[src/hw/rtl/imm_pkg.sv]
// Shared types, constants and helpers for the integer matrix multiplier.
// No dependencies; every other file in hw/rtl refers to this package by scoped names.
package imm_pkg;

  localparam int MAX_DIM   = 8;
  localparam int ELEM_BITS = 16;

  // Widths fixed by the item fields
  localparam int OP_W      = 2;
  localparam int COORD_W   = 3;
  localparam int VALUE_W   = 16;
  localparam int SUM_BITS  = 35;
  localparam int CFG_W     = 4;

  localparam int IDX_W     = (MAX_DIM > 1) ? $clog2(MAX_DIM) : 1;
  localparam int ADDR_W    = 2 * IDX_W;
  localparam int MEM_DEPTH = 2 ** ADDR_W;
  localparam int PROD_W    = 2 * ELEM_BITS;

  // APB register map
  localparam int PADDR_W   = 4;
  localparam int PDATA_W   = 32;
  localparam int REG_SEL_W = 2;
  localparam logic [REG_SEL_W-1:0] REG_A_ROWS = 2'd0;
  localparam logic [REG_SEL_W-1:0] REG_A_COLS = 2'd1;
  localparam logic [REG_SEL_W-1:0] REG_B_ROWS = 2'd2;
  localparam logic [REG_SEL_W-1:0] REG_B_COLS = 2'd3;

  typedef enum logic [OP_W-1:0] {
    OP_WRITE_A = 2'd0,
    OP_WRITE_B = 2'd1,
    OP_COMPUTE = 2'd2
  } op_e;

  typedef logic        [CFG_W-1:0]     cfg_t;
  typedef logic        [IDX_W-1:0]     idx_t;
  typedef logic        [ADDR_W-1:0]    addr_t;
  typedef logic        [COORD_W-1:0]   coord_t;
  typedef logic signed [ELEM_BITS-1:0] elem_t;
  typedef logic signed [PROD_W-1:0]    prod_t;
  typedef logic signed [SUM_BITS-1:0]  sum_t;
  typedef logic        [PDATA_W-1:0]   pdata_t;

  // Last usable index for a dimension register: zero acts as one, large values clamp
  function automatic idx_t dim_last(cfg_t r);
    idx_t res;
    if (r == '0) begin
      res = '0;
    end else if (int'(r) > MAX_DIM) begin
      res = idx_t'(MAX_DIM - 1);
    end else begin
      res = idx_t'(r - cfg_t'(1));
    end
    return res;
  endfunction

endpackage

[src/hw/rtl/imm_in_if.sv]
// Request channel of the matrix multiplier: valid/ready plus one load or compute request.
// Depends on imm_pkg for field widths.
interface imm_in_if;
  logic                            valid;
  logic                            ready;
  logic [imm_pkg::OP_W-1:0]        operation;
  logic [imm_pkg::COORD_W-1:0]     row_index;
  logic [imm_pkg::COORD_W-1:0]     col_index;
  logic signed [imm_pkg::VALUE_W-1:0] element_value;

  modport source (output valid, operation, row_index, col_index, element_value,
                  input ready);
  modport sink   (input valid, operation, row_index, col_index, element_value,
                  output ready);
endinterface

[src/hw/rtl/imm_out_if.sv]
// Result channel of the matrix multiplier: valid/ready plus one C element or error.
// Depends on imm_pkg for field widths.
interface imm_out_if;
  logic                                valid;
  logic                                ready;
  logic [imm_pkg::COORD_W-1:0]         out_row;
  logic [imm_pkg::COORD_W-1:0]         out_col;
  logic signed [imm_pkg::SUM_BITS-1:0] dot_sum;
  logic                                last_element;
  logic                                dim_error;

  modport source (output valid, out_row, out_col, dot_sum, last_element, dim_error,
                  input ready);
  modport sink   (input valid, out_row, out_col, dot_sum, last_element, dim_error,
                  output ready);
endinterface

[src/hw/rtl/integer_matrix_multiplier.sv]
// Load request: one per cycle. Compute request: each C element passes through
// the single shared multiply-accumulate unit (one product per cycle from the A
// and B store read ports), then waits out any output stall; a dimension error
// skips the unit and gives one error result. Ready only while idle.
// Async active-low reset: dimension registers to 8, sequencer idle; the A and B
// stores are not cleared and hold garbage until written.
module integer_matrix_multiplier (
  input  logic                          clk_i,
  input  logic                          rst_ni,
  imm_in_if.sink                        req_i,
  imm_out_if.source                     rsp_o,
  input  logic                          psel,
  input  logic                          penable,
  input  logic                          pwrite,
  input  logic [imm_pkg::PADDR_W-1:0]   paddr,
  input  logic [imm_pkg::PDATA_W-1:0]   pwdata,
  output logic [imm_pkg::PDATA_W-1:0]   prdata,
  output logic                          pready
);

  typedef enum logic [1:0] {
    S_IDLE,
    S_MAC,
    S_DRAIN,
    S_EMIT
  } state_e;

  // ---------------- configuration ----------------
  imm_pkg::cfg_t a_rows_q, a_cols_q, b_rows_q, b_cols_q;
  logic [imm_pkg::REG_SEL_W-1:0] reg_sel;
  logic cfg_wr;

  assign pready  = 1'b1;
  assign reg_sel = paddr[imm_pkg::REG_SEL_W+1:2];
  assign cfg_wr  = psel && penable && pwrite;

  always_ff @(posedge clk_i or negedge rst_ni) begin
    if (!rst_ni) begin
      a_rows_q <= imm_pkg::cfg_t'(8);
      a_cols_q <= imm_pkg::cfg_t'(8);
      b_rows_q <= imm_pkg::cfg_t'(8);
      b_cols_q <= imm_pkg::cfg_t'(8);
    end else if (cfg_wr) begin
      unique case (reg_sel)
        imm_pkg::REG_A_ROWS: a_rows_q <= pwdata[imm_pkg::CFG_W-1:0];
        imm_pkg::REG_A_COLS: a_cols_q <= pwdata[imm_pkg::CFG_W-1:0];
        imm_pkg::REG_B_ROWS: b_rows_q <= pwdata[imm_pkg::CFG_W-1:0];
        imm_pkg::REG_B_COLS: b_cols_q <= pwdata[imm_pkg::CFG_W-1:0];
        default: ;
      endcase
    end
  end

  always_comb begin
    unique case (reg_sel)
      imm_pkg::REG_A_ROWS: prdata = imm_pkg::pdata_t'(a_rows_q);
      imm_pkg::REG_A_COLS: prdata = imm_pkg::pdata_t'(a_cols_q);
      imm_pkg::REG_B_ROWS: prdata = imm_pkg::pdata_t'(b_rows_q);
      imm_pkg::REG_B_COLS: prdata = imm_pkg::pdata_t'(b_cols_q);
      default:             prdata = '0;
    endcase
  end

  // ---------------- request decode ----------------
  state_e state_q;
  logic   req_acc, idx_ok, wr_a, wr_b, start;
  imm_pkg::addr_t wr_addr;
  imm_pkg::elem_t wr_data;

  assign req_i.ready = (state_q == S_IDLE);
  assign req_acc     = req_i.valid && req_i.ready;
  assign idx_ok      = (int'(req_i.row_index) < imm_pkg::MAX_DIM) &&
                       (int'(req_i.col_index) < imm_pkg::MAX_DIM);
  assign wr_addr     = {req_i.row_index[imm_pkg::IDX_W-1:0],
                        req_i.col_index[imm_pkg::IDX_W-1:0]};
  assign wr_data     = imm_pkg::elem_t'(req_i.element_value);

  always_comb begin
    wr_a  = 1'b0;
    wr_b  = 1'b0;
    start = 1'b0;
    unique case (req_i.operation)
      imm_pkg::OP_WRITE_A: wr_a  = req_acc && idx_ok;
      imm_pkg::OP_WRITE_B: wr_b  = req_acc && idx_ok;
      imm_pkg::OP_COMPUTE: start = req_acc;
      default: ;
    endcase
  end

  // ---------------- element stores ----------------
  imm_pkg::elem_t mem_a [imm_pkg::MEM_DEPTH];
  imm_pkg::elem_t mem_b [imm_pkg::MEM_DEPTH];
  imm_pkg::elem_t a_rd_q, b_rd_q;
  imm_pkg::idx_t  i_q, j_q, k_q;

  always_ff @(posedge clk_i) begin
    if (wr_a) begin
      mem_a[wr_addr] <= wr_data;
    end
    a_rd_q <= mem_a[{i_q, k_q}];
  end

  always_ff @(posedge clk_i) begin
    if (wr_b) begin
      mem_b[wr_addr] <= wr_data;
    end
    b_rd_q <= mem_b[{k_q, j_q}];
  end

  // ---------------- shared MAC ----------------
  imm_pkg::prod_t prod_q;
  imm_pkg::sum_t  acc_q;
  logic v1_q, v2_q, f1_q, f2_q, l1_q, l2_q, done_q;

  always_ff @(posedge clk_i) begin
    prod_q <= imm_pkg::prod_t'(a_rd_q) * imm_pkg::prod_t'(b_rd_q);
    if (v2_q) begin
      acc_q <= (f2_q ? imm_pkg::sum_t'(0) : acc_q) + imm_pkg::sum_t'(prod_q);
    end
  end

  // ---------------- sequencer and result register ----------------
  imm_pkg::idx_t ar_last_q, ac_last_q, bc_last_q;
  logic          err_q, issue, out_free, elem_last;

  assign issue     = (state_q == S_MAC);
  assign out_free  = !rsp_o.valid || rsp_o.ready;
  assign elem_last = (i_q == ar_last_q) && (j_q == bc_last_q);

  always_ff @(posedge clk_i or negedge rst_ni) begin
    if (!rst_ni) begin
      state_q            <= S_IDLE;
      i_q                <= '0;
      j_q                <= '0;
      k_q                <= '0;
      ar_last_q          <= '0;
      ac_last_q          <= '0;
      bc_last_q          <= '0;
      err_q              <= 1'b0;
      v1_q               <= 1'b0;
      v2_q               <= 1'b0;
      f1_q               <= 1'b0;
      f2_q               <= 1'b0;
      l1_q               <= 1'b0;
      l2_q               <= 1'b0;
      done_q             <= 1'b0;
      rsp_o.valid        <= 1'b0;
      rsp_o.out_row      <= '0;
      rsp_o.out_col      <= '0;
      rsp_o.dot_sum      <= '0;
      rsp_o.last_element <= 1'b0;
      rsp_o.dim_error    <= 1'b0;
    end else begin
      // product pipeline tags: read, multiply, accumulate
      v1_q   <= issue;
      f1_q   <= (k_q == '0);
      l1_q   <= (k_q == ac_last_q);
      v2_q   <= v1_q;
      f2_q   <= f1_q;
      l2_q   <= l1_q;
      done_q <= v2_q && l2_q;

      // in S_EMIT a taken result is replaced by the next one below
      if (rsp_o.valid && rsp_o.ready && (state_q != S_EMIT)) begin
        rsp_o.valid <= 1'b0;
      end

      unique case (state_q)
        S_IDLE: begin
          if (start) begin
            i_q       <= '0;
            j_q       <= '0;
            k_q       <= '0;
            ar_last_q <= imm_pkg::dim_last(a_rows_q);
            ac_last_q <= imm_pkg::dim_last(a_cols_q);
            bc_last_q <= imm_pkg::dim_last(b_cols_q);
            err_q     <= (imm_pkg::dim_last(a_cols_q) != imm_pkg::dim_last(b_rows_q));
            state_q   <= (imm_pkg::dim_last(a_cols_q) != imm_pkg::dim_last(b_rows_q))
                         ? S_EMIT : S_MAC;
          end
        end
        S_MAC: begin
          if (k_q == ac_last_q) begin
            k_q     <= '0;
            state_q <= S_DRAIN;
          end else begin
            k_q <= k_q + imm_pkg::idx_t'(1);
          end
        end
        S_DRAIN: begin
          if (done_q) begin
            state_q <= S_EMIT;
          end
        end
        S_EMIT: begin
          if (out_free) begin
            rsp_o.valid        <= 1'b1;
            rsp_o.out_row      <= imm_pkg::coord_t'(i_q);
            rsp_o.out_col      <= imm_pkg::coord_t'(j_q);
            rsp_o.dot_sum      <= err_q ? imm_pkg::sum_t'(0) : acc_q;
            rsp_o.last_element <= err_q || elem_last;
            rsp_o.dim_error    <= err_q;
            if (err_q || elem_last) begin
              state_q <= S_IDLE;
            end else begin
              state_q <= S_MAC;
              if (j_q == bc_last_q) begin
                j_q <= '0;
                i_q <= i_q + imm_pkg::idx_t'(1);
              end else begin
                j_q <= j_q + imm_pkg::idx_t'(1);
              end
            end
          end
        end
        default: state_q <= S_IDLE;
      endcase
    end
  end

endmodule
[src/flat_wrapper.sv]
// flat-port wrapper written by rule: the top's interface ports become plain ports
module integer_matrix_multiplier_flat 
  (clk_i, rst_ni, psel, penable, pwrite, paddr, pwdata, prdata, pready, req_i_valid, req_i_operation, req_i_row_index, req_i_col_index, req_i_element_value, req_i_ready, rsp_o_valid, rsp_o_out_row, rsp_o_out_col, rsp_o_dot_sum, rsp_o_last_element, rsp_o_dim_error, rsp_o_ready);
  imm_in_if req_i_i ();
  imm_out_if rsp_o_i ();
  input  logic clk_i;
  input  logic rst_ni;
  input  logic psel;
  input  logic penable;
  input  logic pwrite;
  input  logic [imm_pkg::PADDR_W-1:0] paddr;
  input  logic [imm_pkg::PDATA_W-1:0] pwdata;
  output logic [imm_pkg::PDATA_W-1:0] prdata;
  output logic pready;
  input wire logic [$bits(req_i_i.valid)-1:0] req_i_valid;
  input wire logic [$bits(req_i_i.operation)-1:0] req_i_operation;
  input wire logic [$bits(req_i_i.row_index)-1:0] req_i_row_index;
  input wire logic [$bits(req_i_i.col_index)-1:0] req_i_col_index;
  input wire logic [$bits(req_i_i.element_value)-1:0] req_i_element_value;
  output wire logic [$bits(req_i_i.ready)-1:0] req_i_ready;
  output wire logic [$bits(rsp_o_i.valid)-1:0] rsp_o_valid;
  output wire logic [$bits(rsp_o_i.out_row)-1:0] rsp_o_out_row;
  output wire logic [$bits(rsp_o_i.out_col)-1:0] rsp_o_out_col;
  output wire logic [$bits(rsp_o_i.dot_sum)-1:0] rsp_o_dot_sum;
  output wire logic [$bits(rsp_o_i.last_element)-1:0] rsp_o_last_element;
  output wire logic [$bits(rsp_o_i.dim_error)-1:0] rsp_o_dim_error;
  input wire logic [$bits(rsp_o_i.ready)-1:0] rsp_o_ready;
  assign req_i_i.valid = req_i_valid;
  assign req_i_i.operation = req_i_operation;
  assign req_i_i.row_index = req_i_row_index;
  assign req_i_i.col_index = req_i_col_index;
  assign req_i_i.element_value = req_i_element_value;
  assign req_i_ready = req_i_i.ready;
  assign rsp_o_valid = rsp_o_i.valid;
  assign rsp_o_out_row = rsp_o_i.out_row;
  assign rsp_o_out_col = rsp_o_i.out_col;
  assign rsp_o_dot_sum = rsp_o_i.dot_sum;
  assign rsp_o_last_element = rsp_o_i.last_element;
  assign rsp_o_dim_error = rsp_o_i.dim_error;
  assign rsp_o_i.ready = rsp_o_ready;
  integer_matrix_multiplier u_core (.clk_i(clk_i), .rst_ni(rst_ni), .req_i(req_i_i), .rsp_o(rsp_o_i), .psel(psel), .penable(penable), .pwrite(pwrite), .paddr(paddr), .pwdata(pwdata), .prdata(prdata), .pready(pready));
endmodule
[config.mk]
export PLATFORM = sky130hd
export DESIGN_NAME = integer_matrix_multiplier_flat
export DESIGN_NICKNAME = d
export VERILOG_FILES = /design/src/hw/rtl/imm_pkg.sv /design/src/hw/rtl/imm_in_if.sv /design/src/hw/rtl/imm_out_if.sv /design/src/hw/rtl/integer_matrix_multiplier.sv /design/src/flat_wrapper.sv
export SDC_FILE = /design/constraint.sdc
export NUM_CORES = 2
export LEC_CHECK = 0
export BUFFER_PORTS_ARGS = -buffer_cell sky130_fd_sc_hd__clkbuf_2
export CORE_UTILIZATION = 30
export DETAILED_ROUTE_END_ITERATION = 16
export REMOVE_ABC_BUFFERS = 1
export SYNTH_ARGS = -nofsm -noshare
export SYNTH_HDL_FRONTEND = slang
export SYNTH_SLANG_ARGS = --single-unit
[constraint.sdc]
create_clock -name clk_i -period 6.09 [get_ports clk_i]
set_input_delay 0.3045 -clock clk_i [delete_from_list [all_inputs] [get_ports clk_i]]
set_output_delay 0.3045 -clock clk_i [all_outputs]
set_load 0.05 [all_outputs]
==> impl_results.md <==
* GRT Residual Overflow at 0
* Worst Skew at 69.4 ps
* Met2 wire length at 111000 um
* Die area at 0.324 mm^2
* Vias at 46.8k
* Number of global-route vias before repair at 49.2k
* CP max stage delay at approximately 550 ps
* Height of the chip at approximately 570 um
* Worst setup EP type: flop
* GRT Resource Usage Total at 14.2%
* Clock sinks at roughly 2.2k
* Routed wire length at roughly 230000 um
* CTS Buffer Depth at 4
* Detail Placement HPWL at 141000 um
* Die X at 569 um
* Antenna violations before repair at 21
* DR WL/cell at 23.6 um
* Final hold vios at 0
* Worst path most repeated cell: fa_1
* Max Cap Viol at 0
* CTS tree: yes
* Critical path's slowest cell: fa_1
* Crit path time final at 5880 ps
* Syn_area_per_cell at 19.5 um^2
* Final RePlAce weighted congestion at about 0.80
* Nets at ~5.8k
* Core footprint at 0.319 mm^2
* H-tree depth at 4
* Post-synth EDFFs at approximately 2.1k
* Synth area leader: edfxtp_1
* Detail Route met3 WL at 15400 um
* Top Ports at 145
* Clk root buf: clkbuf_16
* Area contributors post-synth: edfxtp_1, mux4_2, fa_1
* CP max FO at 8
* Post-synth cell types at 75
* Largest net degree at the start of global routing at approximately 120
* Cells after synthesis at between 4k and 5k
* Share of the synthesized area in the top cell type at 64.8%
* Top_reg_cell synth: edfxtp_1
* Register area share after synthesis at 68.4%
* R2r setup slk at 210 ps
* Synth warn at 0
* Core Rows at slightly above 200
* Layout Area Growth over Synthesis at 14.8%
* Fmax at roughly 170 MHz
* Clk slew on worst S/H paths at around 60 ps
* Area of the multi-input gates at 0.0282 mm^2
* Worst setup SP type: flop
* Fillers at a little under 30k
* RSZ-0062 raised after global routing: false
* Drt initial violations at 4494
* Cell Area, Synth at between 0.09 and 0.1 mm^2
* Routed met1 length at approximately 98000 um
* PortBufs at 85
* Worst Max-Slew Pin Slew at between 1000 and 1500 ps
* Register area at 0.0661 mm^2
* Hold slack final at 58.5 ps
* Max layer used: met5
* Final max-slew violation count at 0
* Final setup vio count at 0
* Vias/cell at approximately 4.8
* HP Class: input port to flop
* Fin util at 34.7%
* Synth Register Bits at 2235
* Layout cell share with drive strength beyond 1 at 25.6%
* Final Cycle Share at between 90% and 100%
* CP Cell Sequence: and2_1 -> fa_1 -> inv_1 -> fa_1 -> inv_1 -> fa_1 -> fa_1 -> fa_1 -> inv_1 -> fa_1 -> inv_1 -> ha_1 -> and3_1 -> nand3_1 -> a211oi_2 -> nor3_1 -> buf_4 -> o21a_1 -> o31ai_4 -> o211ai_1 -> xnor2_1
* Normalized max-slew margin at 20.1%
* Setup Crit Path Kind: flop to flop
* Starting density of the core at 30.2%
* DRC at 0
* Worst Path Required at slightly below 7000 ps
* Crit path arrival time at 6600 ps
* Total CTS buffers at roughly 220
* 1st-pass router iterations at 5
* Worst skew pair latency at 900 ps
* Post-route ant nets at 0
* Async set-reset flop share out of synthesis at between 3 and 4%
* Status: complete, no violations
* Global-route wire length before repair at roughly 340000 um
[worst paths after layout]
check,startpoint,end,cells after the start
max,u_core.b_rd_q[2],u_core.prod_q[30],21
min,req_i_element_value[6],u_core.mem_b[38][6],1
max reg2reg,u_core.b_rd_q[2],u_core.prod_q[30],21
min reg2reg,u_core.v1_q,u_core.v2_q,0
max in group asynchronous,rst_ni,u_core.rsp_o.dot_sum[20],3
min in group asynchronous,rst_ni,u_core.rsp_o.dot_sum[21],3
[kinds of logic (layout without fill, tap and decap cells)]
group	count (synthesis)	count (layout)	synth area share [%]
DFF	2235	2235	68.4
and+or+nand+nor	707	707	3.52
muxes	701	701	16.1
buffers and inverters	582	1090	2.57
adders and majority gates	392	392	7.13
AOI/OAI and AO/OA	255	255	1.63
xor gates and xnor gates	70	70	0.635
other	2	41	0.00778
[Yosys cell counts, types with 3 or more instances]
library cell / number
xor2_1: 16
a21oi_1: 59
o21bai_1: 8
buf_4: 60
or3_1: 3
nand3b_1: 5
xnor2_1: 54
o21ai_0: 90
inv_1: 331
a31oi_1: 4
o31ai_1: 7
nand2_1: 214
mux4_2: 676
dfxtp_1: 64
nor3_1: 12
buf_6: 4
nand3_1: 19
o211ai_1: 4
and3_1: 8
fa_1: 263
dfstp_2: 4
clkbuf_1: 144
a211oi_1: 6
and2_1: 124
nor2b_1: 47
a21o_1: 24
a21boi_0: 3
edfxtp_1: 2083
nor2_1: 196
nor4_1: 5
buf_2: 33
a2111oi_0: 3
a31o_2: 3
ha_1: 128
nand4_1: 5
mux2_2: 23
o21a_1: 9
dfrtp_1: 84
nand2b_1: 53
o21ai_1: 10
buf_1: 10
[placed cells by master (no fill, tap or decap), drive strengths merged, types with 23 or more instances in the layout]
cell	n
mux4	676
clkbuf	348
o21ai	100
and2	124
nor2b	47
nand2	214
nor2	196
xnor2	54
dlygate4sd3	30
inv	337
mux2	23
a21o	24
a21oi	59
fa	263
clkinv	86
buf	261
dfrtp	84
edfxtp	2083
dfxtp	64
conb	29
ha	128
nand2b	53
[critical path: cells and delay by family (launching register included)]
kind | cells | cell delay, ps
xor+xnor | 1 | 140
simple gates | 4 | 600
buf+inv | 5 | 360
flops | 1 | 380
compound gates | 4 | 850
fa+ha+maj | 7 | 3420
[state kept, by name, indices dropped and copies added (netlist names), 2 cells and up]
name and cells:
u_core.i_q 3, u_core.b_rows_q 4, u_core.a_cols_q 4, u_core.ar_last_q 3
u_core.j_q 3, u_core.rsp_o.out_col 3, u_core.bc_last_q 3, u_core.a_rd_q 16
u_core.acc_q 35, u_core.b_cols_q 4, u_core.mem_a 1024, u_core.rsp_o.dot_sum 35
u_core.state_q 2, u_core.rsp_o.out_row 3, u_core.b_rd_q 16, u_core.prod_q 32
u_core.k_q 3, u_core.a_rows_q 4, u_core.mem_b 1024, u_core.ac_last_q 3
[per-layer routing]
layer / vias up / GRT usage (%)
met5: - / 0
met4: 12 / 3.98
met3: 315 / 2.63
met2: 1394 / 23.3
met1: 25100 / 19.1
li1: 20000 / -
[metrics by stage]
step	instances	TNS (ps)	cell area [um^2]	worst slack [ps]
floorplan	4720	-326770	95400	-7780
global placement	9333	-250	103000	-102
detailed placement	9333	-515	103000	-181
CTS	9763	0	111000	3.94
global route	9767	0	111000	4.59
finish	9775	0	111000	213
[cell type report]
cell class / count / share of cell area (%)
Sequential cell: 2235 / 59.6
Clock inverter: 120 / 1.08
Clock buffer: 280 / 5.34
Tap cell: 4284 / 4.84
Timing Repair Buffer: 359 / 2.50
Inverter: 331 / 1.12
Multi-Input combinational cell: 2154 / 25.4
Antenna cell: 12 / 0.0271
[repair_timing]
item                                    in CTS  in global routing
resized for setup                           11                 18
pin swaps                                    0                  2
buffers inserted                             0                  0
hold endpoints to repair                   658                  0
endpoints found under the setup margin       4                  8
hold buffers                                30                  0
Power is not shown: default switching activity piles up to over one toggle a cycle in this logic, so the estimate is an artifact.
